$ cat config.mk
export PLATFORM = sky130hd
export DESIGN_NAME = sqe_ctrl
export DESIGN_NICKNAME = d
export VERILOG_FILES = /design/src/sv/assert_macros.svh /design/src/sv/sqe_pkg.sv /design/src/sv/sqe_ctrl.sv
export SDC_FILE = /design/constraint.sdc
export NUM_CORES = 1
export LEC_CHECK = 0
export BUFFER_PORTS_ARGS = -buffer_cell sky130_fd_sc_hd__buf_2
export CAP_MARGIN = 20
export CORE_ASPECT_RATIO = 0.7
export CORE_MARGIN = 2
export CORE_UTILIZATION = 49
export CTS_CLUSTER_DIAMETER = 100
export DETAILED_ROUTE_END_ITERATION = 12
export HOLD_SLACK_MARGIN = 0.12
export PLACE_DENSITY = 0.86
export SLEW_MARGIN = 0
export SYNTH_ARGS = -nofsm -noshare
export SYNTH_HDL_FRONTEND = slang
export SYNTH_SLANG_ARGS = --single-unit
$ cat constraint.sdc
create_clock -name clk -period 3 [get_ports clk]
set_input_delay 0.15 -clock clk [delete_from_list [all_inputs] [get_ports clk]]
set_output_delay 0.15 -clock clk [all_outputs]
set_load 0.02 [all_outputs]
$ cat src/sv/assert_macros.svh
// ---------------------------------------------------------------------------
// assert_macros.svh
// Assertion shorthands for the RTL. Each use stands on a line of its
// own and names the clock and reset of the including module.
// ---------------------------------------------------------------------------
`ifndef ASSERT_MACROS_SVH
`define ASSERT_MACROS_SVH

// Checked on every rising edge outside reset.
`define SQE_ASSERT(label, prop, msg) \
  label: assert property (@(posedge clk) disable iff (!rst_n) prop) else $error(msg);

// Checked on every rising edge, reset included.
`define SQE_ASSERT_ALWAYS(label, prop, msg) \
  label: assert property (@(posedge clk) prop) else $error(msg);

`endif

$ cat src/sv/sqe_pkg.sv
// ---------------------------------------------------------------------------
// sqe_pkg
// Types and constants shared by the stack/queue engine and its cells.
// ---------------------------------------------------------------------------
package sqe_pkg;

  localparam int DATA_W    = 32;
  localparam int DEPTH_DEF = 64;

  typedef enum logic [2:0] {
    CMD_PUSH = 3'd0,
    CMD_PALL = 3'd1,
    CMD_PEEK = 3'd2,
    CMD_POP  = 3'd3,
    CMD_SWAP = 3'd4
  } cmd_t;

  typedef enum logic [2:0] {
    ST_OK         = 3'd0,
    ST_PEEK_EMPTY = 3'd1,
    ST_POP_EMPTY  = 3'd2,
    ST_SWAP_SHORT = 3'd3,
    ST_FULL       = 3'd4,
    ST_HALTED     = 3'd5
  } status_t;

  // Operation applied by every cell of the chain in the same cycle.
  typedef enum logic [2:0] {
    CH_HOLD,
    CH_PUSH_FRONT,
    CH_PUSH_BACK,
    CH_POP,
    CH_SWAP,
    CH_ROTATE
  } chain_op_t;

  typedef struct packed {
    chain_op_t           op;
    logic [DATA_W-1:0]   value;
  } chain_ctl_t;

  typedef struct packed {
    logic printing;
    logic halted;
  } sqe_sts_t;

endpackage

$ cat src/sv/sqe_ctrl.sv
// ---------------------------------------------------------------------------
// sqe_ctrl
// Command decoder, entry count, sticky error flag and result register.
// Drives one chain operation per cycle and streams print-all words.
// ---------------------------------------------------------------------------
module sqe_ctrl import sqe_pkg::*; #(
  parameter int DEPTH = DEPTH_DEF
) (
  input  logic                        clk,
  input  logic                        rst_n,
  input  logic                        cfg_valid,
  output logic                        cfg_ready,
  input  logic                        cfg_stack_mode,
  input  logic                        in_valid,
  output logic                        in_ready,
  input  logic [2:0]                  in_command,
  input  logic signed [DATA_W-1:0]    in_push_value,
  output logic                        out_valid,
  input  logic                        out_ready,
  output logic signed [DATA_W-1:0]    out_entry_value,
  output logic                        out_has_value,
  output logic [2:0]                  out_status,
  output logic                        out_last,
  input  logic [DATA_W-1:0]           head_val,
  output chain_ctl_t                  ctl,
  output logic [$clog2(DEPTH+1)-1:0]  count,
  output sqe_sts_t                    sts
);

  localparam int CW = $clog2(DEPTH + 1);

  typedef enum logic {
    S_IDLE,
    S_PRINT
  } state_t;

  state_t            state_r, state_nxt;
  logic [CW-1:0]     count_r, count_nxt;
  logic [CW-1:0]     remain_r, remain_nxt;
  logic              halted_r, halted_nxt;
  logic              mode_r, mode_nxt;
  logic              out_valid_r, out_valid_nxt;
  logic [DATA_W-1:0] out_value_r, out_value_nxt;
  logic              out_has_r, out_has_nxt;
  status_t           out_status_r, out_status_nxt;
  logic              out_last_r, out_last_nxt;
  logic              out_free, accept;

  assign out_free  = !out_valid_r || out_ready;
  assign in_ready  = (state_r == S_IDLE) && out_free;
  assign accept    = in_valid && in_ready;
  assign cfg_ready = 1'b1;

  always_comb begin
    state_nxt      = state_r;
    count_nxt      = count_r;
    remain_nxt     = remain_r;
    halted_nxt     = halted_r;
    mode_nxt       = (cfg_valid && cfg_ready) ? cfg_stack_mode : mode_r;
    out_valid_nxt  = out_valid_r && !out_ready;
    out_value_nxt  = out_value_r;
    out_has_nxt    = out_has_r;
    out_status_nxt = out_status_r;
    out_last_nxt   = out_last_r;
    ctl.op         = CH_HOLD;
    ctl.value      = in_push_value;

    if (accept) begin
      // Unless overridden below, one word: no value, status ok, last.
      out_valid_nxt  = 1'b1;
      out_value_nxt  = '0;
      out_has_nxt    = 1'b0;
      out_status_nxt = ST_OK;
      out_last_nxt   = 1'b1;
      if (halted_r) begin
        out_status_nxt = ST_HALTED;
      end else begin
        case (in_command)
          CMD_PUSH: begin
            if (count_r == CW'(DEPTH)) begin
              out_status_nxt = ST_FULL;
              halted_nxt     = 1'b1;
            end else begin
              ctl.op    = mode_r ? CH_PUSH_FRONT : CH_PUSH_BACK;
              count_nxt = count_r + CW'(1);
            end
          end
          CMD_PALL: begin
            if (count_r != '0) begin
              out_valid_nxt = 1'b0;
              state_nxt     = S_PRINT;
              remain_nxt    = count_r;
            end
          end
          CMD_PEEK: begin
            if (count_r == '0) begin
              out_status_nxt = ST_PEEK_EMPTY;
              halted_nxt     = 1'b1;
            end else begin
              out_value_nxt = head_val;
              out_has_nxt   = 1'b1;
            end
          end
          CMD_POP: begin
            if (count_r == '0) begin
              out_status_nxt = ST_POP_EMPTY;
              halted_nxt     = 1'b1;
            end else begin
              ctl.op    = CH_POP;
              count_nxt = count_r - CW'(1);
            end
          end
          CMD_SWAP: begin
            if (count_r < CW'(2)) begin
              out_status_nxt = ST_SWAP_SHORT;
              halted_nxt     = 1'b1;
            end else begin
              ctl.op = CH_SWAP;
            end
          end
          default: ;
        endcase
      end
    end else if (state_r == S_PRINT && out_free) begin
      out_valid_nxt  = 1'b1;
      out_value_nxt  = head_val;
      out_has_nxt    = 1'b1;
      out_status_nxt = ST_OK;
      out_last_nxt   = (remain_r == CW'(1));
      ctl.op         = CH_ROTATE;
      remain_nxt     = remain_r - CW'(1);
      if (remain_r == CW'(1)) state_nxt = S_IDLE;
    end
  end

  always_ff @(posedge clk) begin
    if (!rst_n) begin
      state_r     <= S_IDLE;
      count_r     <= '0;
      remain_r    <= '0;
      halted_r    <= 1'b0;
      mode_r      <= 1'b1;
      out_valid_r <= 1'b0;
    end else begin
      state_r     <= state_nxt;
      count_r     <= count_nxt;
      remain_r    <= remain_nxt;
      halted_r    <= halted_nxt;
      mode_r      <= mode_nxt;
      out_valid_r <= out_valid_nxt;
    end
    out_value_r  <= out_value_nxt;
    out_has_r    <= out_has_nxt;
    out_status_r <= out_status_nxt;
    out_last_r   <= out_last_nxt;
  end

  assign out_valid       = out_valid_r;
  assign out_entry_value = out_value_r;
  assign out_has_value   = out_has_r;
  assign out_status      = out_status_r;
  assign out_last        = out_last_r;
  assign count           = count_r;
  assign sts.printing    = (state_r == S_PRINT);
  assign sts.halted      = halted_r;

endmodule

# Yosys cells after proc, flatten, opt, wreduce, memory -nomap -nowiden
# Cells that the tools add are included.
[totals]
output_inout_bits = 84
ff_bits = 55
in_bits = 73
elab_cells = 94
[classes]
addsub = 3
n_lt_le_gt_ge = 1
reduce_logical = 17
bitwise = 2
muxes = 50
n_eq_ne = 11
[op_table]
columns = ["cell", "n"]
rows = [
  ["two-way mux 32 bit", 5],
  ["two-way mux 7 bit", 7],
  ["two-way mux 3 bit", 8],
  ["two-way mux 1 bit", 21],
  ["one-hot mux 7 bit (2 select lines)", 1],
  ["subtractor 7 x 1 -> 7 bit (second input constant)", 2],
  ["one-hot mux 3 bit (4 select lines)", 1],
  ["two-way mux 2 bit", 5],
  ["AND reduction 5 bit", 2],
  ["one-hot mux 3 bit (3 select lines)", 1],
  ["adder 7 x 1 -> 7 bit (second input constant)", 1],
  ["equality test 7 x 1 -> 1 bit (second input constant)", 1],
  ["equality test 7 bit (second input constant)", 1],
  ["logical NOT 7 bit", 1],
  ["< comparator 7 x 2 -> 1 bit (second input constant)", 1],
  ["nonzero test 7 bit", 1],
  ["equality test 3 x 2 -> 1 bit (second input constant)", 2],
  ["!= test 2 bit (second input constant)", 3],
  ["nonzero test 2 bit", 3],
  ["logical AND 1 bit", 4],
  ["!= test 2 x 1 -> 1 bit (second input constant)", 2],
  ["AND reduction 4 bit", 1],
  ["equality test 3 x 1 -> 1 bit (second input constant)", 1],
  ["equality test 3 bit (second input constant)", 1],
  ["other kinds (6)", 8],
]

# Longest topological paths before layout
# Gate-level depths: netlist of run 1.
[logic_depth]
depth_word = 6
depth_mapped = 9
mapped_depth_nobuf = 8

# Least setup slack after synthesis of run 1
# OpenSTA, ideal clock, no wires.
[synth_path]
path_kind = "register -> register"
startpoint = "reg out_valid_r (netlist: out_valid)"
endpoint = "reg out_value_r[0] (netlist: out_entry_value[0]) (enable)"
t_arrival_ps = 1692
setup_ps = 505
period_less_slack_ps = 2197
slack_ps = 803
path_buffers = 1
t_required_ps = 2495
stages_incl_launch_ff = 5
cell_sequence = "dfxtp_1 nand2b_1 nand3_1 clkbuf_1 nand2_1"
[synth_between]
elab_chain_len = 5
elab_cells_between_ends = 6
cone_classes = "reduce/logical (6)"
[synth_lines]
columns = ["item", "line_no", "text"]
rows = [
  ["start: declaration", "sqe_ctrl.sv:42", "logic out_valid_r, out_valid_nxt;"],
  ["start signal: assignment", "sqe_ctrl.sv:150", "out_valid_r <= out_valid_nxt;"],
  ["logical NOT 1 bit *", "sqe_ctrl.sv:49", "assign out_free = !out_valid_r || out_ready;"],
  ["logical OR 1 bit *", "sqe_ctrl.sv:49", ""],
  ["logical AND 1 bit", "sqe_ctrl.sv:50", "assign in_ready = (state_r == S_IDLE) && out_free;"],
  ["logical AND 1 bit", "sqe_ctrl.sv:51", "assign accept = in_valid && in_ready;"],
  ["nonzero test 2 bit (no source line) *", "n/a", ""],
  ["end signal: assignment", "sqe_ctrl.sv:152", "out_value_r <= out_value_nxt;"],
  ["end: declaration", "sqe_ctrl.sv:43", "logic [DATA_W-1:0] out_value_r, out_value_nxt;"],
]
# Every way passes the cells marked *; elsewhere a longest branch is shown, timed or not.
# A chain may end at the register's enable or synchronous reset.

==> results of run 1 <==
## cell type report
cell class,count,area (µm²),share of cell area (%)
inverters,11,43.8,1.27
clock buffers,5,68.8,2.00
multi-input cells,181,1180,34.2
well taps,75,93.8,2.73
repair buffers,101,551,16.0
clock inverters,3,47.5,1.38
flip-flops and latches,55,1460,42.4
## logic make-up (layout without fill, tap and decap cells)
group / count (synthesis) / in the layout / synth area share (%)
buffers and inverters: 58 / 120 / 12.5
xor gates and xnor gates: 2 / 2 / 0.582
adders and majority gates: 8 / 8 / 3.57
other: 1 / 1 / 0.125
AOI/OAI and AO/OA: 56 / 56 / 12.1
muxes: 6 / 6 / 2.04
DFF: 55 / 55 / 48.5
and+or+nand+nor: 108 / 108 / 20.5
## worst max path at each step
stage | slack, ns | endpoint | start | cells after the start
global route | 0.41 | ctl[32] | count[5] | 6
finish | 0.53 | ctl[32] | count[5] | 6
global placement | 0.86 | count[6] | in_command[2] | 9
detailed placement | 0.81 | count[3] | count[5] | 5
floorplan | 0.80 | out_entry_value[0] | out_valid | 4
CTS | 0.56 | ctl[32] | count[5] | 6
## per-stage QoR
step | total power, mW | setup slack, ns | hold WS (ns)
6_report | 1.67 | 0.527 | 0.127
5_1_grt | 1.74 | 0.408 | 0.120
4_1_cts | 1.68 | 0.560 | 0.121
3_5_place_dp | 1.18 | 0.812 | 0.300
3_3_place_gp | 1.17 | 0.862 | 0.300
2_1_floorplan | 1.14 | 0.803 | 0.278
## layout by cell type (no fill, tap or decap), types with 2 or more instances in the layout
| cell type | Yosys | layout |
|---|---|---|
| a211o_1 | 2 | 2 |
| a211oi_1 | 2 | 2 |
| a21boi_0 | 2 | 2 |
| a21oi_1 | 20 | 19 |
| a21oi_2 | 1 | 2 |
| a22oi_1 | 2 | 2 |
| a31oi_1 | 3 | 3 |
| and2b_1 | 14 | 14 |
| buf_2 | 2 | 91 |
| buf_4 | 35 | 2 |
| clkbuf_8 | 0 | 5 |
| dfxtp_1 | 19 | 19 |
| dlygate4sd3_1 | 0 | 8 |
| edfxtp_1 | 36 | 36 |
| ha_1 | 7 | 7 |
| inv_1 | 10 | 10 |
| mux2i_1 | 5 | 5 |
| nand2_1 | 20 | 20 |
| nand2b_1 | 2 | 2 |
| nand3_1 | 4 | 4 |
| nor2_1 | 20 | 20 |
| nor2b_1 | 21 | 21 |
| nor3_1 | 9 | 9 |
| nor3b_1 | 2 | 2 |
| nor4_1 | 3 | 3 |
| o211ai_1 | 2 | 2 |
| o21ai_0 | 8 | 8 |
| o31a_1 | 2 | 2 |
| o31ai_1 | 2 | 2 |
| o32ai_1 | 3 | 3 |
| or3_1 | 4 | 4 |
| or4_1 | 3 | 3 |
| xnor2_1 | 2 | 2 |
## metal layers
| layer | vias to the layer above | wire (µm) | global-route usage [%] |
|---|---|---|---|
| met2 | 103 | 3460 | 33.0 |
| met5 | - | 0 | 0 |
| li1 | 1118 | - | - |
| met1 | 1130 | 3010 | 26.6 |
| met3 | 29 | 558 | 5.54 |
| met4 | 0 | 174 | 8.49 |
## Yosys cell counts (all sizes together)
| cell | number |
|---|---|
| a32oi | 1 |
| mux2i | 5 |
| o31a | 2 |
| o31ai | 2 |
| nand3b | 1 |
| nor4 | 4 |
| and3 | 1 |
| o21ai | 8 |
| and2b | 14 |
| clkbuf | 7 |
| nor3 | 9 |
| o32ai | 3 |
| dfxtp | 19 |
| o211ai | 2 |
| a211o | 2 |
| or3 | 5 |
| a221oi | 1 |
| or2b | 1 |
| nor2 | 20 |
| a22oi | 2 |
| ha | 7 |
| a211oi | 2 |
| nand2 | 20 |
| a21boi | 2 |
| mux2 | 1 |
| o41ai | 1 |
| fa | 1 |
| nand3 | 4 |
| edfxtp | 36 |
| nor2b | 21 |
| or2 | 1 |
| xnor2 | 2 |
| inv | 11 |
| buf | 40 |
| a2111o | 1 |
| a21o | 2 |
| o21a | 1 |
| or4 | 3 |
| nor3b | 2 |
| nand2b | 2 |
| a31oi | 3 |
| a21oi | 21 |
| conb | 1 |
## critical path, delay by kind of cell (launching register included)
kind	cells	cell delay, ns
flip-flops	1	0.37
buffers and inverters	1	0.18
AO/OA/AOI/OAI	3	0.55
AND/OR/NAND/NOR	2	0.93
## state kept, by name, summed over array words and instances, names as in the netlist
| name | cells |
|---|---|
| state_r | 1 |
| mode_r | 1 |
| out_has_value | 1 |
| count | 7 |
| halted_r | 1 |
| out_valid | 1 |
| remain_r | 7 |
| out_status | 3 |
| out_last | 1 |
| out_entry_value | 32 |
## power breakdown
group / internal, mW / leakage (nW) / switching (mW) / total (mW)
sequential: 0.862 / 0.513 / 0.0199 / 0.882
clock: 0.253 / 0.0587 / 0.249 / 0.503
combinational: 0.109 / 0.940 / 0.180 / 0.289
==> run metrics, run 1 <==
status finished clean; Clock H-tree levels 2; Initial DRC Count 172; Worst Path Arrival 2.32 ns; Yosys top cell area share between 30% and 40%; clk_skew 0.00739 ns; clock sinks 55; final hold vios 0; Worst Setup Start Kind flip-flop; Bufs on Longest Clock Path 2; Final Setup Violations 0; gr ovfl total 0; worst slew pin tran 0.668 ns; CP max stage cell nor4_1; gr usage total approximately a fifth; Routed WL per cell approximately 17 µm; RSZ-0062 raised after global routing false; Max Clk Rate roughly 0.40 GHz; core box area about 5800 µm²; ranking of synthesized cells by area edfxtp_1, dfxtp_1, buf_4, nor2b_1, and2b_1; worst path required time 2.85 ns; post-cts sizing count 0; share of cells above drive strength 1 30.6%; Final Critical Period 2.47 ns; Root Driver clkbuf_8; Max Cap Viol 0; slowest stage delay, CP 0.50 ns; design area 3440 µm²; first-pass GRT wire length 11200 µm; CTS Hold Bufs 7; nets 436; Hold Path Class input port to flip-flop; critical path fanouts, max 5; Post-CTS Repair Setup Buffers 0; worst reg2reg startpoint count[5]; post-route setup TNS 0 ns; Slew headroom 55.3%; hold path depth 2; fin util 58.9%; CTS tree done; Layout area overhead 14.3%; largest net degree at the start of global routing 37; Post-Syn Area 3010 µm²; Pwr Density 486 nW/µm²; site row count 23; final WL 7200 µm; syn nets 375; post-synth top area cell edfxtp_1; cell mode on critical path o21ai_0; Cell Area, Placed 3250 µm²; vias in the first global route 2207; Final Non-Filler Cells about 430; 1st-pass router iterations 5; Mapped Avg Cell Area 10.2 µm²; filler cell count 483; Die H 69.6 µm; reg2reg setup slack 0.75 ns; final worst-path cycle share 82.4%; die area 6800 µm²; end of the worst hold path out_entry_value[16]; CTS Buf Count 5; die width 97.7 µm; Final Max Slew Viols 0; Clock Latency Late Sink 0.31 ns; r2r endpoint count[3]; number of diodes 0; Via density roughly 5.5; Ports 157; Worst R2R Path Depth 5; crit-path cells or3_4, nor4_1, a21boi_0, o21ai_0, o21ai_0, buf_2; synth unique cells 50; Worst Min Path Start head_val[16]; DRC Markers 0; via count 2380; placed insts 415; Max VDD drop 0.327 mV; cells after synthesis 294; DRT antenna net count 0; #FFs+latches synth 55; crit path capture type output port; Final HPWL DP 5170 µm; part of the Yosys area used for sequential elements roughly half; Worst-path clk slew 0.10 ns; initial antenna violation count 0; leak pwr between 1.5 and 2 nW; Setup Crit Path Kind flip-flop to output port; initial cell density of the core 51.6%; Port Buf Inserts 91; YS warnings 0; routability congestion estimate about 0.91
Note: power is estimated with default switching activity, not from simulation.
==> run 2: changes to the inputs <==
--- a/config.mk
+++ b/config.mk
@@ -9,11 +9,11 @@
 export CAP_MARGIN = 20
 export CORE_ASPECT_RATIO = 0.7
 export CORE_MARGIN = 2
-export CORE_UTILIZATION = 49
+export CORE_UTILIZATION = 46
 export CTS_CLUSTER_DIAMETER = 100
 export DETAILED_ROUTE_END_ITERATION = 12
 export HOLD_SLACK_MARGIN = 0.12
-export PLACE_DENSITY = 0.86
+export PLACE_DENSITY = 0.81
 export SLEW_MARGIN = 0
 export SYNTH_ARGS = -nofsm -noshare
 export SYNTH_HDL_FRONTEND = slang
==> constraint.sdc (replaced) <==
create_clock -name clk -period 2.33 [get_ports clk]
set_input_delay 0.1165 -clock clk [delete_from_list [all_inputs] [get_ports clk]]
set_output_delay 0.1165 -clock clk [all_outputs]
set_load 0.02 [all_outputs]
==> run 2 against run 1 <==
Against the previous run:
- worst hold slack better by 0.014 ns
- global-route usage is 0.54 points lower
- clock power is 4% higher
- sequential power is 28% higher
- final cell count is 7.0% higher
- highest routed layer unchanged
- register-to-register slack worse by 0.60 ns
- setup slack worse by 0.39 ns
- critical endpoint unchanged
==> run metrics, run 2 (synthesis gave the netlist of run 1 again) <==
filler cell count 567 (+17%); Clock H-tree levels 2 (unchanged); Largest register FFs 32 (unchanged); status finished clean; initial cell density of the core 48.0% (-3.6 points); Bufs on Longest Clock Path 2 (unchanged); vias in the first global route 2386 (+8.1%); Routed WL per cell 15.4 µm (-7.8%); number of diodes 0 (unchanged); routability congestion estimate 0.851 (-6.3%); worst slew pin tran 0.528 ns (-0.140 ns); Worst Path Arrival 2.07 ns (-0.25 ns); Initial DRC Count 162 (-5.8%); Port Buf Inserts 91 (unchanged); Die H 71.7 µm (+3.0%); clock sinks 55 (unchanged); Setup Crit Path Kind flip-flop to output port; leak pwr 1.62 nW (+7.0%); Max Clk Rate 0.457 GHz; site row count 24 (+4.3%); share of cells above drive strength 1 29.0% (-1.6 points); largest net degree at the start of global routing 37 (unchanged); DRC Markers 0 (unchanged); initial antenna violation count 0 (unchanged); Layout area overhead 23.1%; via count 2446 (+2.8%); final hold vios 0 (unchanged); 1st-pass router iterations 5 (unchanged); clk_skew 0.0103 ns (+0.00295 ns); CTS Buf Count 5 (unchanged); Root Driver clkbuf_8; crit-path cells or3_4, nor4_1, buf_4, a21boi_0, o21ai_1, o21ai_0, buf_2; Worst Setup Start Kind flip-flop; Final Setup Violations 0 (unchanged); CP max stage cell or3_4; nets 463 (+6.2%); RSZ-0062 raised after global routing false; final worst-path cycle share 94.0%; Ports 157 (unchanged); Slew headroom 64.6% (+9.2 points); Final Critical Period 2.19 ns; Max Cap Viol 0 (unchanged); core box area 6280 µm² (+7.4%); Max VDD drop 0.273 mV (-16%); Hold Path Class input port to flip-flop; gr usage total 20.1% (-0.54 points); crit path capture type output port; Clock Latency Late Sink 0.31 ns (about the same); total power 2.07 mW (+24%); worst path required time 2.21 ns (-0.64 ns); gr ovfl total 0 (unchanged); Post-CTS Repair Setup Buffers 0 (unchanged); Final Max Slew Viols 0 (unchanged); critical path fanouts, max 5 (unchanged); post-route setup TNS 0 ns (unchanged); CTS tree done; Via density 5.31 (-3.9%); die area 7220 µm² (+6.2%); die width 101 µm (+3.1%); DRT antenna net count 0 (unchanged); first-pass GRT wire length 11400 µm (+1.6%); final WL 7100 µm (-1.4%); Pwr Density 559 nW/µm² (+15%); Worst-path clk slew 0.10 ns (about the same); highest-count cells in the layout ignoring fill and taps buf_2, edfxtp_1, dlygate4sd3_1; most common cell after layout, fill and taps aside buf_2; slowest stage delay, CP 0.44 ns (-0.06 ns); Final HPWL DP 5020 µm (-2.9%)
[run 2: changes by cell type in the layout (fill, tap and decap cells not counted), sizes merged]
cell	delta
inv	-1
clkinvlp	+1
clkinv	+1
buf	+3
dlygate4sd3	+24
bufinv	-1
[run 2: what timing repair did]
item                                    in CTS  in global routing
resized for setup                            0                  2
hold buffers                                32                  0
endpoints found under the setup margin       0                  1
hold endpoints to repair                    30                  0
[run 2: per-layer routing]
metal  GRT usage, %  part of all wire, %  up-vias  routed length [µm]
li1               -                    -     1180                   -
met1           25.4                   43     1149                3030
met2           33.8                   48       95                3430
met3           4.20                  6.7       22                 474
met4           8.07                  2.4        0                 169
met5              0                    0        -                   0
[run 2: power breakdown]
part           internal [mW]  leakage, nW  switching (mW)
Sequential              1.11        0.513          0.0251
Combinational          0.178         1.06           0.237
Clock                  0.210       0.0418           0.311
Total                   1.50         1.62           0.573
[run 2: final cells by class]
type,instances,area [µm²],share of cell area [%]
clock inverter,3,20.0,0.540
timing repair buffer,128,838,22.6
sequential,55,1460,39.4
tap,78,97.6,2.63
multi-input combinational,181,1180,31.8
clock buffer,5,68.8,1.86
inverter,11,43.8,1.18
[run 2: through the flow]
step | cell area [µm²] | util [%] | setup WS, ns | hold slack, ns | instances
4_1_cts | 3710 | 59.1 | 0.0570 | 0.124 | 461
3_5_place_dp | 3300 | 52.6 | 0.139 | 0.233 | 421
2_1_floorplan | 3010 | - | 0.133 | 0.245 | 294
5_1_grt | 3710 | 59.1 | 0.00907 | 0.126 | 461
3_3_place_gp | 3300 | 52.6 | 0.208 | 0.233 | 421
6_report | 3710 | 59.1 | 0.141 | 0.140 | 461
[run 2: final timing paths]
| kind | cells after the start | slack (ns) | end | from |
|---|---|---|---|---|
| worst min-delay path | 2 | 0.14 | out_entry_value[17] | head_val[17] |
| worst max register to register | 5 | 0.15 | remain_r[0] | count[3] |
| worst max-delay path | 7 | 0.14 | ctl[32] | count[5] |
| worst min register to register | 2 | 0.48 | out_last | out_last |
[run 2: critical path, delay by kind of cell (launching register included)]
| kind | cells | cell delay, ns |
|---|---|---|
| AOI/OAI and AO/OA | 3 | 0.40 |
| DFF | 1 | 0.39 |
| and+or+nand+nor | 2 | 0.63 |
| buffers and inverters | 2 | 0.35 |
