### config.mk
export PLATFORM = sky130hd
export DESIGN_NAME = sqe_cell
export DESIGN_NICKNAME = d
export VERILOG_FILES = /design/src/sv/assert_macros.svh /design/src/sv/sqe_pkg.sv /design/src/sv/sqe_cell.sv
export SDC_FILE = /design/constraint.sdc
export NUM_CORES = 1
export LEC_CHECK = 0
export BUFFER_PORTS_ARGS = -buffer_cell sky130_fd_sc_hd__buf_2
export CORE_MARGIN = 5
export CORE_UTILIZATION = 40
export CTS_CLUSTER_SIZE = 24
export DETAILED_ROUTE_END_ITERATION = 6
export PLACE_DENSITY_LB_ADDON = 0.12
export SKIP_LAST_GASP = 1
export SLEW_MARGIN = 20
export SYNTH_ARGS = -nofsm -noshare
export SYNTH_HDL_FRONTEND = slang
export SYNTH_SLANG_ARGS = --single-unit
export TNS_END_PERCENT = 30
### constraint.sdc
create_clock -name clk -period 4.45 [get_ports clk]
set_input_delay 0.89 -clock clk [delete_from_list [all_inputs] [get_ports clk]]
set_output_delay 0.89 -clock clk [all_outputs]
set_load 0.02 [all_outputs]
### src/sv/assert_macros.svh
// ---------------------------------------------------------------------------
// assert_macros.svh
// Assertion shorthands for the RTL. Each use stands on a line of its
// own and names the clock and reset of the including module.
// ---------------------------------------------------------------------------
`ifndef ASSERT_MACROS_SVH
`define ASSERT_MACROS_SVH

// Checked on every rising edge outside reset.
`define SQE_ASSERT(label, prop, msg) \
  label: assert property (@(posedge clk) disable iff (!rst_n) prop) else $error(msg);

// Checked on every rising edge, reset included.
`define SQE_ASSERT_ALWAYS(label, prop, msg) \
  label: assert property (@(posedge clk) prop) else $error(msg);

`endif

### src/sv/sqe_pkg.sv
// ---------------------------------------------------------------------------
// sqe_pkg
// Types and constants shared by the stack/queue engine and its cells.
// ---------------------------------------------------------------------------
package sqe_pkg;

  localparam int DATA_W    = 32;
  localparam int DEPTH_DEF = 64;

  typedef enum logic [2:0] {
    CMD_PUSH = 3'd0,
    CMD_PALL = 3'd1,
    CMD_PEEK = 3'd2,
    CMD_POP  = 3'd3,
    CMD_SWAP = 3'd4
  } cmd_t;

  typedef enum logic [2:0] {
    ST_OK         = 3'd0,
    ST_PEEK_EMPTY = 3'd1,
    ST_POP_EMPTY  = 3'd2,
    ST_SWAP_SHORT = 3'd3,
    ST_FULL       = 3'd4,
    ST_HALTED     = 3'd5
  } status_t;

  // Operation applied by every cell of the chain in the same cycle.
  typedef enum logic [2:0] {
    CH_HOLD,
    CH_PUSH_FRONT,
    CH_PUSH_BACK,
    CH_POP,
    CH_SWAP,
    CH_ROTATE
  } chain_op_t;

  typedef struct packed {
    chain_op_t           op;
    logic [DATA_W-1:0]   value;
  } chain_ctl_t;

  typedef struct packed {
    logic printing;
    logic halted;
  } sqe_sts_t;

endpackage

### src/sv/sqe_cell.sv
// ---------------------------------------------------------------------------
// sqe_cell
// One entry of the list. The front entry lives in cell 0; most operations
// move words between neighbouring cells, push at the back writes the cell after the tail.
// ---------------------------------------------------------------------------
module sqe_cell import sqe_pkg::*; #(
  parameter int DEPTH = DEPTH_DEF,
  parameter int IDX   = 0
) (
  input  logic                        clk,
  input  chain_ctl_t                  ctl,
  input  logic [$clog2(DEPTH+1)-1:0]  count,
  input  logic [DATA_W-1:0]           prev_val,
  input  logic [DATA_W-1:0]           next_val,
  input  logic [DATA_W-1:0]           head_val,
  output logic [DATA_W-1:0]           val
);

  localparam int CW = $clog2(DEPTH + 1);

  logic [DATA_W-1:0] val_r, val_nxt;
  logic              is_tail, is_next;

  assign is_tail = (count == CW'(IDX + 1));
  assign is_next = (count == CW'(IDX));

  always_comb begin
    val_nxt = val_r;
    case (ctl.op)
      // Cell 0 sees the pushed word as its previous neighbour.
      CH_PUSH_FRONT: val_nxt = prev_val;
      CH_PUSH_BACK: begin
        if (is_next) val_nxt = ctl.value;
      end
      CH_POP:        val_nxt = next_val;
      CH_SWAP: begin
        if (IDX == 0)      val_nxt = next_val;
        else if (IDX == 1) val_nxt = prev_val;
      end
      // The front word wraps round to the tail, so a full pass restores order.
      CH_ROTATE:     val_nxt = is_tail ? head_val : next_val;
      default:       val_nxt = val_r;
    endcase
  end

  always_ff @(posedge clk) begin
    val_r <= val_nxt;
  end

  assign val = val_r;

endmodule

# Word level (Yosys, flattened, before mapping)
# Cells that the tools add are included.
[totals] ff_bits=32 inputBits=139 out_inout_bits=32
[op_classes] n_eq_ne=7 muxes=3 reduce_logical=4
[ops] op="$pmux W32 S4" n=1
[ops] op="$mux W32" n=2
[ops] op="$eq A7 B1 Y1 const B" n=1
[ops] op="$logic_not A7 Y1" n=1
[ops] op="$eq A3 B2 Y1 const B" n=2
[ops] op="$eq A3 B3 Y1 const B" n=2
[ops] op="$reduce_bool A4 Y1" n=1
[ops] op="$eq A3 B1 Y1 const B" n=1
[ops] op="$ne A2 B2 Y1 const B" n=1
[ops] op="$reduce_and A2 Y1" n=1
[ops] op="$reduce_or A2 Y1" n=1

# Depth between registers and ports, before layout
# Gate-level depths: netlist of the first run.
[depth] ltp_word=4 depth_mapped=5 mapped_depth_nobuf=3

# Worst setup path before layout of the first run
# OpenSTA, ideal clock, no wires.
[synth_timing] kind="input port to flip-flop" from="input port count[1]" to="register val_r[0] (netlist: val[0]) (enable)" setup_time_ns=0.466 arrival_time_ns=3.998 required_ns=3.984 path_slack_ns=-0.013 path_stages=4 n_path_buf=1 cell_sequence="nor4_2 buf_6 a21oi_1 o21ai_0"
[synth_between] elab_chain_len=3
[synth_lines] element="from (decl)" line="sqe_cell.sv:12" text="input logic [$clog2(DEPTH+1)-1:0] count,"
[synth_lines] element="$logic_not A7 Y1" line="sqe_cell.sv:25" text="assign is_next = (count == CW'(IDX));"
[synth_lines] element="$ne A2 B2 Y1 (no line)"
[synth_lines] element="$reduce_and A2 Y1 (no line)"
[synth_lines] element="to (signal assigned)" line="sqe_cell.sv:47" text="val_r <= val_nxt;"
[synth_lines] element="to (decl)" line="sqe_cell.sv:21" text="logic [DATA_W-1:0] val_r, val_nxt;"
# Every way passes these cells.
# A chain may end at the register's enable or synchronous reset.

# Worst setup path after layout of the first run
[layout_timing] from="input port ctl[32] (netlist bit)" to="register val_r[30] (netlist: val[30]) (enable)"
[layout_between] elab_chain_len=4 elab_cells_between_ends=9 classes_between="eq/ne (6); reduce/logical (3)"
[layout_lines] element="from (decl)" line="sqe_cell.sv:11" text="input chain_ctl_t ctl,"
[layout_lines] element="$eq A3 B3 Y1 / $eq A3 B2 Y1 (equally long branches)" line="sqe_cell.sv:29" text="case (ctl.op)"
[layout_lines] element="$reduce_or A2 Y1 (no line)"
[layout_lines] element="$reduce_bool A4 Y1 (no line)"
[layout_lines] element="$reduce_and A2 Y1 (no line) (*)"
# Mark *: on every way between the ends. The rest lies on a longest branch, timed or not.

==> Flow_metrics.wiki, run 1 <==
{| class="wikitable"
! Metric !! Value
|-
| Run status || finished, final reports clean
|-
| Leakage power || 1.56 nW
|-
| Area fraction in compound gates after synthesis || 26.1%
|-
| Area share of fa/ha/maj cells after synthesis || 0%
|-
| Number of rows created at floorplan || 31
|-
| Final estimated routing congestion in global placement || 0.789
|-
| Tightest slew margin relative to the limit || 28.7%
|-
| Worst EP required || 4360 ps
|-
| Setup Total Neg Slack || 0 ps
|-
| Average instance area after synthesis || 9.49 µm²
|-
| Number of fillers in the final layout || 685
|-
| Quantity of I/O buffers inserted on ports || 170
|-
| Ratio of final minimum period to clock period || 60.7%
|-
| Yosys warnings || 0
|-
| Nature of the critical path endpoint || register
|-
| Global-route wire length before repair || 16100 µm
|-
| Total nets after synthesis || 444
|-
| Max rail drop VDD || 104 µV
|-
| H-tree Lvls || 2
|-
| Total DRC errors in the routed layout || 0
|-
| Post-CTS Setup Inserts || 0
|-
| Worst setup path category || in -> reg
|-
| Yosys reg bits || 32
|-
| Top cell type's share of synthesized area || 33.2%
|-
| CTS sink count || 32
|-
| Ys flop type || sky130_fd_sc_hd__edfxtp_1
|-
| Clock input transition at the sequential cells of the worst setup and hold paths || 80 ps
|-
| Largest net degree at the start of global routing || between 60 and 70
|-
| Xor and xnor fraction of the mapped netlist area || less than 1%
|-
| Number of buffers on the longest clock path || 2
|-
| Number of top-level pins || approximately 170
|-
| Pre-CTS WS || 1390 ps
|-
| Number of max-cap violations || 0
|-
| Crit path max fanout || 65
|-
| Pin slew with the least headroom to its limit || 1070 ps
|-
| Total core area || 0.00714 mm²
|-
| Fraction of synthesis flops using an asynchronous set or reset pin || 0%
|-
| Fraction of the mapped netlist area in simple logic gates || 20.4%
|-
| Starting density of the core || 40.6%
|-
| Cts hold-fix bufs || 0
|-
| Clk Tree Root Cell || sky130_fd_sc_hd__clkbuf_8
|-
| Via density || roughly 5.7
|-
| Clock tree from TritonCTS || yes
|-
| Cell types occupying the most area after synthesis || sky130_fd_sc_hd__edfxtp_1 (33%), sky130_fd_sc_hd__mux2_2 (12%), sky130_fd_sc_hd__o211ai_2 (9.1%), sky130_fd_sc_hd__a31oi_1 (6.9%), sky130_fd_sc_hd__nand4_1 (6.9%)
|-
| Worst hold-check path type || in -> reg
|-
| Final Hold Vio Count || 0
|-
| Cts repair resizes || 0
|-
| Via count of the first global-routing pass || 3308
|-
| Final net count || 590
|-
| Height of the die || 95.1 µm
|-
| Total die area || 0.00904 mm²
|-
| Number of flip-flops in the largest register || 32
|-
| Unrepaired setup endpoints after global routing || false
|-
| Kind of launch point of the worst setup path || input pin
|-
| Multiplexer share of the synthesized area || between 10% and 20%
|-
| Global route total overflow || 0
|-
| Gate Count Post-Synth || between 300 and 400
|-
| Time the worst path needs with I/O delays and setup || 2700 ps
|-
| Number of buffers inserted during clock tree synthesis || 5
|-
| Max-slew violation total from the final report || 0
|-
| Worst hold margin || 944 ps
|-
| Layout overhead on the synthesized area || 32.9%
|-
| Sequential fraction of the synthesis area || 33.2%
|-
| Total inserted antenna cells || 0
|-
| Overall via count from detail_route || 3141
|-
| Proportion of layout cells with a drive suffix above 1 || a little over half
|-
| HPWL reported at the end of detailed placement || between 7000 and 8000 µm
|-
| Number of synthesized flops with an enable pin || 32
|-
| Pwr per Cell Area || 263 mW/mm²
|-
| Largest family of logic cells by synthesized area || compound AO/OA/AOI/OAI gates
|-
| Number of DRC violations after detailed-routing iteration 0 || 149
|-
| Count of cell types in the netlist || 24
|-
| Routed length per instance || 19.0 µm
|-
| Total global-route track usage || 22.7%
|-
| Initial antenna violation count || 0
|-
| FMAX || approximately 370 MHz
|-
| Count of nets left with antenna violations after detail routing || 0
|-
| Die outline width || 95.1 µm
|-
| Total wire length || 10500 µm
|-
| Setup violations, final || 0
|-
| Library cell with the largest summed area after synthesis || sky130_fd_sc_hd__edfxtp_1
|-
| Setup slack of the critical path after layout || 1750 ps
|-
| TritonRoute pass-1 iters || 5
|-
| Arrival time of the worst setup path || 2610 ps
|-
| Area of the mapped netlist || roughly 0.0029 mm²
|}
cell families (layout without fill, tap and decap cells):
group,count (synthesis),count (layout)
buffers and inverters,38,185
flip-flops,32,32
XOR/XNOR,1,1
multiplexers,32,32
AND/OR/NAND/NOR,104,104
AO/OA/AOI/OAI,98,98
cells in the final DEF (no fill, tap or decap), drive strengths merged:
master	netlist	layout
buf	21	177
mux2	32	32
nor2b	32	32
o22ai	32	32
nand4	32	32
nor2	32	32
a31oi	32	32
edfxtp	32	32
o211ai	32	32
clkbuf	17	5
nand2b	2	2
or4	1	1
or3b	1	1
and3b	1	1
nor4	1	1
nor3b	1	1
xor2	1	1
nor4b	1	1
a21oi	1	1
o21ai	1	1
clkinv	0	1
bufinv	0	1
clkinvlp	0	1
where the power goes:
part | switching, W | internal, W
Clock | 0.000123 | 0.000166
Sequential | 0.0000116 | 0.000383
Combinational | 0.000195 | 0.000135
layout make-up:
type | count | area [µm²] | share of cell area [%]
Multi-Input combinational cell | 235 | 1750 | 45.4
Sequential cell | 32 | 961 | 25.0
Timing Repair Buffer | 177 | 903 | 23.5
Tap cell | 99 | 124 | 3.22
Clock buffer | 5 | 68.8 | 1.79
Clock inverter | 3 | 42.5 | 1.11
layer usage:
layer / vias up / wire, µm / global-route usage [%]
li1: 1505 / - / -
met1: 1464 / 4200 / 28.8
met2: 161 / 5180 / 38.7
met3: 11 / 997 / 5.52
met4: 0 / 119 / 5.77
met5: - / 0 / 0
stage by stage:
| stage | cell area, µm² | util, % | cells | total power, W |
|---|---|---|---|---|
| 2_1_floorplan | 2900 | - | 305 | 0.000589 |
| 3_3_place_gp | 3740 | 52.4 | 543 | 0.000729 |
| 3_5_place_dp | 3740 | 52.4 | 543 | 0.000732 |
| 4_1_cts | 3850 | 53.9 | 551 | 0.00102 |
| 5_1_grt | 3850 | 53.9 | 551 | 0.00106 |
| 6_report | 3850 | 53.9 | 551 | 0.00101 |
critical path, cell delays in order:
cell,delay (ps)
sky130_fd_sc_hd__buf_2,90
sky130_fd_sc_hd__buf_4,590
sky130_fd_sc_hd__a21oi_1,150
sky130_fd_sc_hd__o21ai_4,860
path summary, 6_finish.rpt:
| kind | startpoint | to | slack (ps) | cells after the start |
|---|---|---|---|---|
| min | prev_val[24] | val[24]$_DFFE_PP_ | 940 | 3 |
| max | ctl[32] | val[30]$_DFFE_PP_ | 1750 | 4 |
No activity file was read; power rests on OpenSTA's default activity.
==> run 2, diff against run 1 <==
--- a/config.mk
+++ b/config.mk
@@ -5,9 +5,10 @@
 export SDC_FILE = /design/constraint.sdc
 export NUM_CORES = 1
 export LEC_CHECK = 0
+export ABC_AREA = 1
 export BUFFER_PORTS_ARGS = -buffer_cell sky130_fd_sc_hd__buf_2
 export CORE_MARGIN = 5
-export CORE_UTILIZATION = 40
+export CORE_UTILIZATION = 39
 export CTS_CLUSTER_SIZE = 24
 export DETAILED_ROUTE_END_ITERATION = 6
 export PLACE_DENSITY_LB_ADDON = 0.12
==> constraint.sdc (replaced) <==
create_clock -name clk -period 2.47 [get_ports clk]
set_input_delay 0.494 -clock clk [delete_from_list [all_inputs] [get_ports clk]]
set_output_delay 0.494 -clock clk [all_outputs]
set_load 0.02 [all_outputs]
==> Flow_metrics.wiki, run 2 <==
{| class="wikitable"
! Metric !! Value
|-
| Clock tree from TritonCTS || yes
|-
| Total length of routed met3 wires || 911 µm (-8.6%)
|-
| Total core area || 0.00646 mm² (-9.5%)
|-
| Number of fillers in the final layout || 662 (-3.4%)
|-
| Ys flop type || sky130_fd_sc_hd__edfxtp_1
|-
| Sequential fraction of the synthesis area || 36.6% (+3.5 points)
|-
| Layout overhead on the synthesized area || 39.7%
|-
| Cts hold-fix bufs || 0 (unchanged)
|-
| Setup violations, final || 0 (unchanged)
|-
| Nature of the critical path endpoint || register
|-
| Unrepaired setup endpoints after global routing || false
|-
| Pre-CTS WS || 487 ps (-905 ps)
|-
| Via count of the first global-routing pass || 3325 (+0.51%)
|-
| Largest net degree at the start of global routing || 35 (-47%)
|-
| Sequential standard cell area || 961 µm² (unchanged)
|-
| Final net count || 709 (+20%)
|-
| Number of DRC violations after detailed-routing iteration 0 || 165 (+11%)
|-
| Global-route wire length before repair || 15000 µm (-7.2%)
|-
| Total inserted antenna cells || 0 (unchanged)
|-
| Quantity of I/O buffers inserted on ports || 170 (unchanged)
|-
| Worst Setup EP || val[11]$_DFFE_PP_
|-
| Cell types occupying the most area after synthesis || sky130_fd_sc_hd__edfxtp_1 (37%), sky130_fd_sc_hd__nand3_1 (19%), sky130_fd_sc_hd__a21oi_1 (12%), sky130_fd_sc_hd__inv_1 (10%), sky130_fd_sc_hd__nand2_1 (10%)
|-
| Gate Count Post-Synth || 406 (+33%)
|-
| Total global-route track usage || 21.4% (-1.3 points)
|-
| Library cell with the largest summed area after synthesis || sky130_fd_sc_hd__edfxtp_1
|-
| H-tree Lvls || 2 (unchanged)
|-
| Ratio of final minimum period to clock period || 69.2%
|-
| Number of max-cap violations || 0 (unchanged)
|-
| Clock input transition at the sequential cells of the worst setup and hold paths || 80 ps (about the same)
|-
| Via density || 4.97 (-13%)
|-
| Starting density of the core || 40.6% (about the same)
|-
| Pin slew with the least headroom to its limit || 390 ps (-676 ps)
|-
| Number of rows created at floorplan || 29 (-6.5%)
|-
| Post-CTS Setup Inserts || 0 (unchanged)
|-
| Final estimated routing congestion in global placement || 0.827 (+4.8%)
|-
| Area share of fa/ha/maj cells after synthesis || 0% (unchanged)
|-
| Number of synthesized flops with an enable pin || 32 (unchanged)
|-
| Area fraction in compound gates after synthesis || 12.7% (-13 points)
|-
| Run status || finished, final reports clean
|-
| Number of top-level pins || 171 (unchanged)
|-
| Total die area || 0.00846 mm² (-6.4%)
|-
| Area of the mapped netlist || 0.00262 mm² (-9.4%)
|-
| Number of buffers inserted during clock tree synthesis || 5 (unchanged)
|-
| Number of buffers on the longest clock path || 2 (unchanged)
|-
| Number of flip-flops in the largest register || 32 (unchanged)
|-
| Fraction of synthesis flops using an asynchronous set or reset pin || 0% (unchanged)
|-
| Final Hold Vio Count || 0 (unchanged)
|-
| Max rail drop VDD || 284 µV (+170%)
|-
| Average instance area after synthesis || 6.46 µm² (-32%)
|-
| Critical path launch point || ctl[33]
|-
| Die outline width || 92 µm (-3.2%)
|-
| Time the worst path needs with I/O delays and setup || 1710 ps
|-
| Max-slew violation total from the final report || 0 (unchanged)
|-
| Dominant cell by count in the synthesized netlist || sky130_fd_sc_hd__nand3_1
|-
| Fraction of the mapped netlist area in simple logic gates || 34.9% (+15 points)
|-
| Arrival time of the worst setup path || 1740 ps (-870 ps)
|-
| Worst hold-check path type || in -> reg
|-
| Proportion of layout cells with a drive suffix above 1 || 34.9% (-19 points)
|-
| HPWL reported at the end of detailed placement || 6870 µm (-7.4%)
|-
| Setup Total Neg Slack || 0 ps (unchanged)
|-
| Met2 wire length || 4570 µm (-12%)
|-
| Cts repair resizes || 0 (unchanged)
|-
| Most common cell after layout, fill and taps aside || sky130_fd_sc_hd__buf_2
|-
| Count of nets left with antenna violations after detail routing || 0 (unchanged)
|-
| Height of the die || 92 µm (-3.2%)
|-
| Total nets after synthesis || 545 (+23%)
|-
| Largest family of logic cells by synthesized area || simple AND/OR/NAND/NOR gates
|-
| CTS sink count || 32 (unchanged)
|-
| Yosys warnings || 0 (unchanged)
|-
| Total DRC errors in the routed layout || 0 (unchanged)
|-
| Total wire length || 9340 µm (-11%)
|-
| Xor and xnor fraction of the mapped netlist area || 0% (-0.30 points)
|-
| Multiplexer share of the synthesized area || 0% (-12 points)
|-
| Kind of launch point of the worst setup path || input pin
|-
| FMAX || 585 MHz
|-
| Crit path max fanout || 34 (-48%)
|-
| Leakage power || 2.01 nW (+29%)
|-
| Global route total overflow || 0 (unchanged)
|-
| Pwr per Cell Area || 487 mW/mm² (+85%)
|-
| Setup slack of the critical path after layout || 761 ps (-987 ps)
|-
| Synth top cells by count || sky130_fd_sc_hd__nand3_1 (97), sky130_fd_sc_hd__inv_1 (72), sky130_fd_sc_hd__nand2_1 (71), sky130_fd_sc_hd__a21oi_1 (65), sky130_fd_sc_hd__nor2_1 (34)
|-
| Clk Tree Root Cell || sky130_fd_sc_hd__clkbuf_8
|-
| Tightest slew margin relative to the limit || 74.0% (+45 points)
|-
| Worst hold margin || 524 ps (-420 ps)
|-
| Routed length per instance || 14.4 µm (-24%)
|-
| Worst EP required || 2500 ps (-1860 ps)
|-
| Top cell type's share of synthesized area || 36.6% (+3.5 points)
|-
| Routed met1 length || 3720 µm (-11%)
|-
| Overall via count from detail_route || 3220 (+2.5%)
|-
| Initial antenna violation count || 0 (unchanged)
|-
| Worst setup path category || in -> reg
|-
| Yosys reg bits || 32 (unchanged)
|-
| Count of cell types in the netlist || 13 (-46%)
|-
| Highest metal used || met4
|-
| TritonRoute pass-1 iters || 4 (-1)
|-
| Area of combinational cells with multiple inputs || 0.00126 mm² (-28%)
|-
| Most frequent cells in the layout || sky130_fd_sc_hd__buf_2 (170), sky130_fd_sc_hd__nand3_1 (97), sky130_fd_sc_hd__inv_1 (72), sky130_fd_sc_hd__nand2_1 (71), sky130_fd_sc_hd__a21oi_1 (64)
|}
[run 2: worst min path at each step]
stage                  from                end  slack [ps]  cells after the start
6_report        prev_val[6]   val[6]$_DFFE_PP_         520                      3
3_3_place_gp    prev_val[6]   val[6]$_DFFE_PP_         820                      3
3_5_place_dp   prev_val[29]  val[29]$_DFFE_PP_         820                      3
5_1_grt         prev_val[6]   val[6]$_DFFE_PP_         530                      3
2_1_floorplan   prev_val[0]   val[0]$_DFFE_PP_         720                      2
4_1_cts         prev_val[6]   val[6]$_DFFE_PP_         520                      3
[run 2: cell families after synthesis]
logic type             count (synthesis)
AND/OR/NAND/NOR                      207
buffers and inverters                101
AO/OA/AOI/OAI                         66
flip-flops                            32
[run 2: report_power, final]
group	switching, W	internal, W	total [W]	leakage, nW
Combinational	0.000347	0.000222	0.000568	1.64
Sequential	0.0000210	0.000696	0.000717	0.316
Clock	0.000206	0.000294	0.000500	0.0532
[run 2: per-stage QoR]
step	cells	utilization (%)	power (W)	area (µm²)
3_3_place_gp	640	55.1	0.00129	3560
2_1_floorplan	406	-	0.00105	2630
6_report	648	56.7	0.00179	3660
5_1_grt	648	56.7	0.00189	3660
4_1_cts	648	56.7	0.00180	3660
3_5_place_dp	640	55.1	0.00130	3560
[run 2: cell type report]
class / count / share of cell area, %
sequential: 32 / 26.2
inverter: 73 / 7.48
multi-input combinational: 273 / 34.5
clock inverter: 3 / 1.02
clock buffer: 5 / 1.88
tap: 77 / 2.63
timing repair buffer: 185 / 26.3
[run 2: critical path, cell delays in order]
cell                      delay [ps]
sky130_fd_sc_hd__buf_2           120
sky130_fd_sc_hd__buf_4           200
sky130_fd_sc_hd__nand2_1          90
sky130_fd_sc_hd__inv_1            90
sky130_fd_sc_hd__nor2_4           90
sky130_fd_sc_hd__buf_4           330
sky130_fd_sc_hd__nand2_1         100
sky130_fd_sc_hd__a21oi_1         130
sky130_fd_sc_hd__a21oi_1          80
[run 2: routing by layer]
| layer | vias up | global-route usage, % |
|---|---|---|
| li1 | 1646 | - |
| met1 | 1402 | 25.4 |
| met2 | 157 | 38.0 |
| met3 | 15 | 6.06 |
| met4 | 0 | 5.82 |
| met5 | - | 0 |
==> run 3, diff against run 2 <==
--- a/config.mk
+++ b/config.mk
@@ -8,7 +8,7 @@
 export ABC_AREA = 1
 export BUFFER_PORTS_ARGS = -buffer_cell sky130_fd_sc_hd__buf_2
 export CORE_MARGIN = 5
-export CORE_UTILIZATION = 39
+export CORE_UTILIZATION = 43
 export CTS_CLUSTER_SIZE = 24
 export DETAILED_ROUTE_END_ITERATION = 6
 export PLACE_DENSITY_LB_ADDON = 0.12
==> constraint.sdc (replaced) <==
create_clock -name clk -period 1.7 [get_ports clk]
set_input_delay 0.34 -clock clk [delete_from_list [all_inputs] [get_ports clk]]
set_output_delay 0.34 -clock clk [all_outputs]
set_load 0.02 [all_outputs]
==> Flow_metrics.wiki, run 3 (same netlist as run 2, synthesis figures left out) <==
{| class="wikitable"
! Metric !! Value
|-
| Max-slew violation total from the final report || 0 (unchanged)
|-
| Final net count || 713 (+0.56%)
|-
| Number of max-cap violations || 0 (unchanged)
|-
| Clock tree from TritonCTS || yes
|-
| Kind of launch point of the worst setup path || input pin
|-
| Setup violations, final || 0 (unchanged)
|-
| Crit path max fanout || 17 (-50%)
|-
| Number of flip-flops in the largest register || 32 (unchanged)
|-
| Largest net degree at the start of global routing || 48 (+37%)
|-
| Post-CTS Setup Inserts || 0 (unchanged)
|-
| Number of rows created at floorplan || 28 (-3.4%)
|-
| Most frequent cells in the layout || sky130_fd_sc_hd__buf_2 (170), sky130_fd_sc_hd__nand3_1 (97), sky130_fd_sc_hd__inv_1 (70), sky130_fd_sc_hd__nand2_1 (69), sky130_fd_sc_hd__a21oi_1 (64)
|-
| Number of fillers in the final layout || 549 (-17%)
|-
| Worst setup path category || in -> reg
|-
| Critical path launch point || ctl[33]
|-
| Global route total overflow || 0 (unchanged)
|-
| Pwr per Cell Area || 655 mW/mm² (+34%)
|-
| Number of top-level pins || 171 (unchanged)
|-
| Run status || finished, final reports clean
|-
| Routed length per instance || 14.4 µm (-0.38%)
|-
| Worst hold-check path type || in -> reg
|-
| Clock network fraction of total power || 21.8% (-6.2 points)
|-
| Total core area || 0.00592 mm² (-8.3%)
|-
| Overall via count from detail_route || 3321 (+3.1%)
|-
| Total inserted antenna cells || 0 (unchanged)
|-
| Sequential Power Share || 43.0% (+2.9 points)
|-
| Starting density of the core || 44.3% (+3.7 points)
|-
| Via count of the first global-routing pass || 3160 (-5.0%)
|-
| Total power consumption of the routed design || 0.00244 W (+37%)
|-
| Total global-route track usage || 23.0% (+1.6 points)
|-
| HPWL reported at the end of detailed placement || 7180 µm (+4.6%)
|-
| Clock input transition at the sequential cells of the worst setup and hold paths || 60 ps (-20 ps)
|-
| Post-placement cell area || 0.00366 mm² (+2.7%)
|-
| Max rail drop VDD || 308 µV (+8.2%)
|-
| Worst Setup EP || val[9]$_DFFE_PP_
|-
| Die outline width || 88.1 µm (-4.2%)
|-
| Cts hold-fix bufs || 0 (unchanged)
|-
| Layout overhead on the synthesized area || 42.4%
|-
| Post-route design area || 0.00373 mm² (+1.9%)
|-
| Logic gate share of total power || 35.2% (+3.4 points)
|-
| Final Hold Vio Count || 0 (unchanged)
|-
| FMAX || 757 MHz
|-
| Height of the die || 88.1 µm (-4.2%)
|-
| Total DRC errors in the routed layout || 0 (unchanged)
|-
| TritonRoute pass-1 iters || 4 (unchanged)
|-
| Proportion of layout cells with a drive suffix above 1 || 36.2% (+1.4 points)
|-
| H-tree Lvls || 2 (unchanged)
|-
| Worst hold margin || 387 ps (-137 ps)
|-
| Via density || 5.12 (+3.0%)
|-
| Switching pwr || 0.000813 W (+42%)
|-
| Internal Pwr Total || 0.00163 W (+35%)
|-
| Total die area || 0.00776 mm² (-8.3%)
|-
| Nature of the critical path endpoint || register
|-
| Most common cell after layout, fill and taps aside || sky130_fd_sc_hd__buf_2
|-
| Initial antenna violation count || 0 (unchanged)
|-
| Total wire length || 9310 µm (-0.22%)
|-
| Leakage power || 2.05 nW (+1.9%)
|-
| Tightest slew margin relative to the limit || 82.5% (+8.5 points)
|-
| CTS sink count || 32 (unchanged)
|-
| Unrepaired setup endpoints after global routing || false
|-
| Cts repair resizes || 0 (unchanged)
|-
| Final estimated routing congestion in global placement || 0.822 (-0.60%)
|-
| Time the worst path needs with I/O delays and setup || 1320 ps
|-
| Ratio of final minimum period to clock period || 77.7%
|-
| Quantity of I/O buffers inserted on ports || 170 (unchanged)
|-
| Arrival time of the worst setup path || 1300 ps (-440 ps)
|-
| Number of buffers inserted during clock tree synthesis || 5 (unchanged)
|-
| Number of DRC violations after detailed-routing iteration 0 || 181 (+9.7%)
|-
| Setup Total Neg Slack || 0 ps (unchanged)
|-
| Clk Tree Root Cell || sky130_fd_sc_hd__clkbuf_8
|-
| Count of nets left with antenna violations after detail routing || 0 (unchanged)
|-
| Pin slew with the least headroom to its limit || 261 ps (-129 ps)
|-
| Sw Ratio || 33.2% (+1.1 points)
|-
| Number of buffers on the longest clock path || 2 (unchanged)
|-
| Worst EP required || 1680 ps (-820 ps)
|-
| Global-route wire length before repair || 14100 µm (-5.8%)
|}
## run 3: cell count changes in the layout (fill, tap and decap cells not counted), sizes merged
cell,delta
clkinv,-1
buf,+4
bufinv,-1
clkbuf,+1
## run 3: critical path, stage by stage
cell and delay (ps):
sky130_fd_sc_hd__buf_2 160, sky130_fd_sc_hd__inv_4 50, sky130_fd_sc_hd__nor4_4 260, sky130_fd_sc_hd__nand2_4 80, sky130_fd_sc_hd__a21oi_4 220, sky130_fd_sc_hd__buf_12 180
## run 3: layout make-up
cell class | instances | area (µm²) | share of cell area [%]
Multi-Input combinational cell | 273 | 1290 | 34.7
Timing Repair Buffer | 189 | 1030 | 27.6
Sequential cell | 32 | 961 | 25.7
Clock inverter | 1 | 5.00 | 0.134
Inverter | 73 | 277 | 7.41
Clock buffer | 6 | 72.6 | 1.94
Tap cell | 75 | 93.8 | 2.51
## run 3: how the worst min path moves through the flow
stage | slack, ps | endpoint | depth (start not counted) | start
final | 390 | val[24]$_DFFE_PP_ | 3 | prev_val[24]
after global routing | 390 | val[22]$_DFFE_PP_ | 3 | prev_val[22]
after CTS | 380 | val[24]$_DFFE_PP_ | 3 | prev_val[24]
after detailed placement | 670 | val[24]$_DFFE_PP_ | 3 | prev_val[24]
after global placement | 670 | val[8]$_DFFE_PP_ | 3 | prev_val[8]
after floorplan | 570 | val[0]$_DFFE_PP_ | 2 | prev_val[0]
## run 3: metrics by stage
step,util (%),instances,setup slack (ps)
floorplan,-,406,-87.1
global placement,61.7,642,119
detailed placement,61.7,642,87.4
CTS,63.1,649,380
global route,63.1,649,307
finish,63.1,649,380
## run 3: routing by layer
layer	routed length, µm	GRT usage [%]
met1	3680	30.3
met2	4530	38.4
met3	943	4.99
met4	152	6.32
met5	0	0
## run 3: power groups by stage
stage                     Clock (W)  Combinational (W)  Sequential (W)
after detailed placement          0           0.000859         0.00106
after floorplan                   0           0.000320         0.00121
after CTS                  0.000541           0.000861         0.00105
final                      0.000534           0.000860         0.00105
after global placement            0           0.000846         0.00107
after global routing       0.000580           0.000938         0.00106
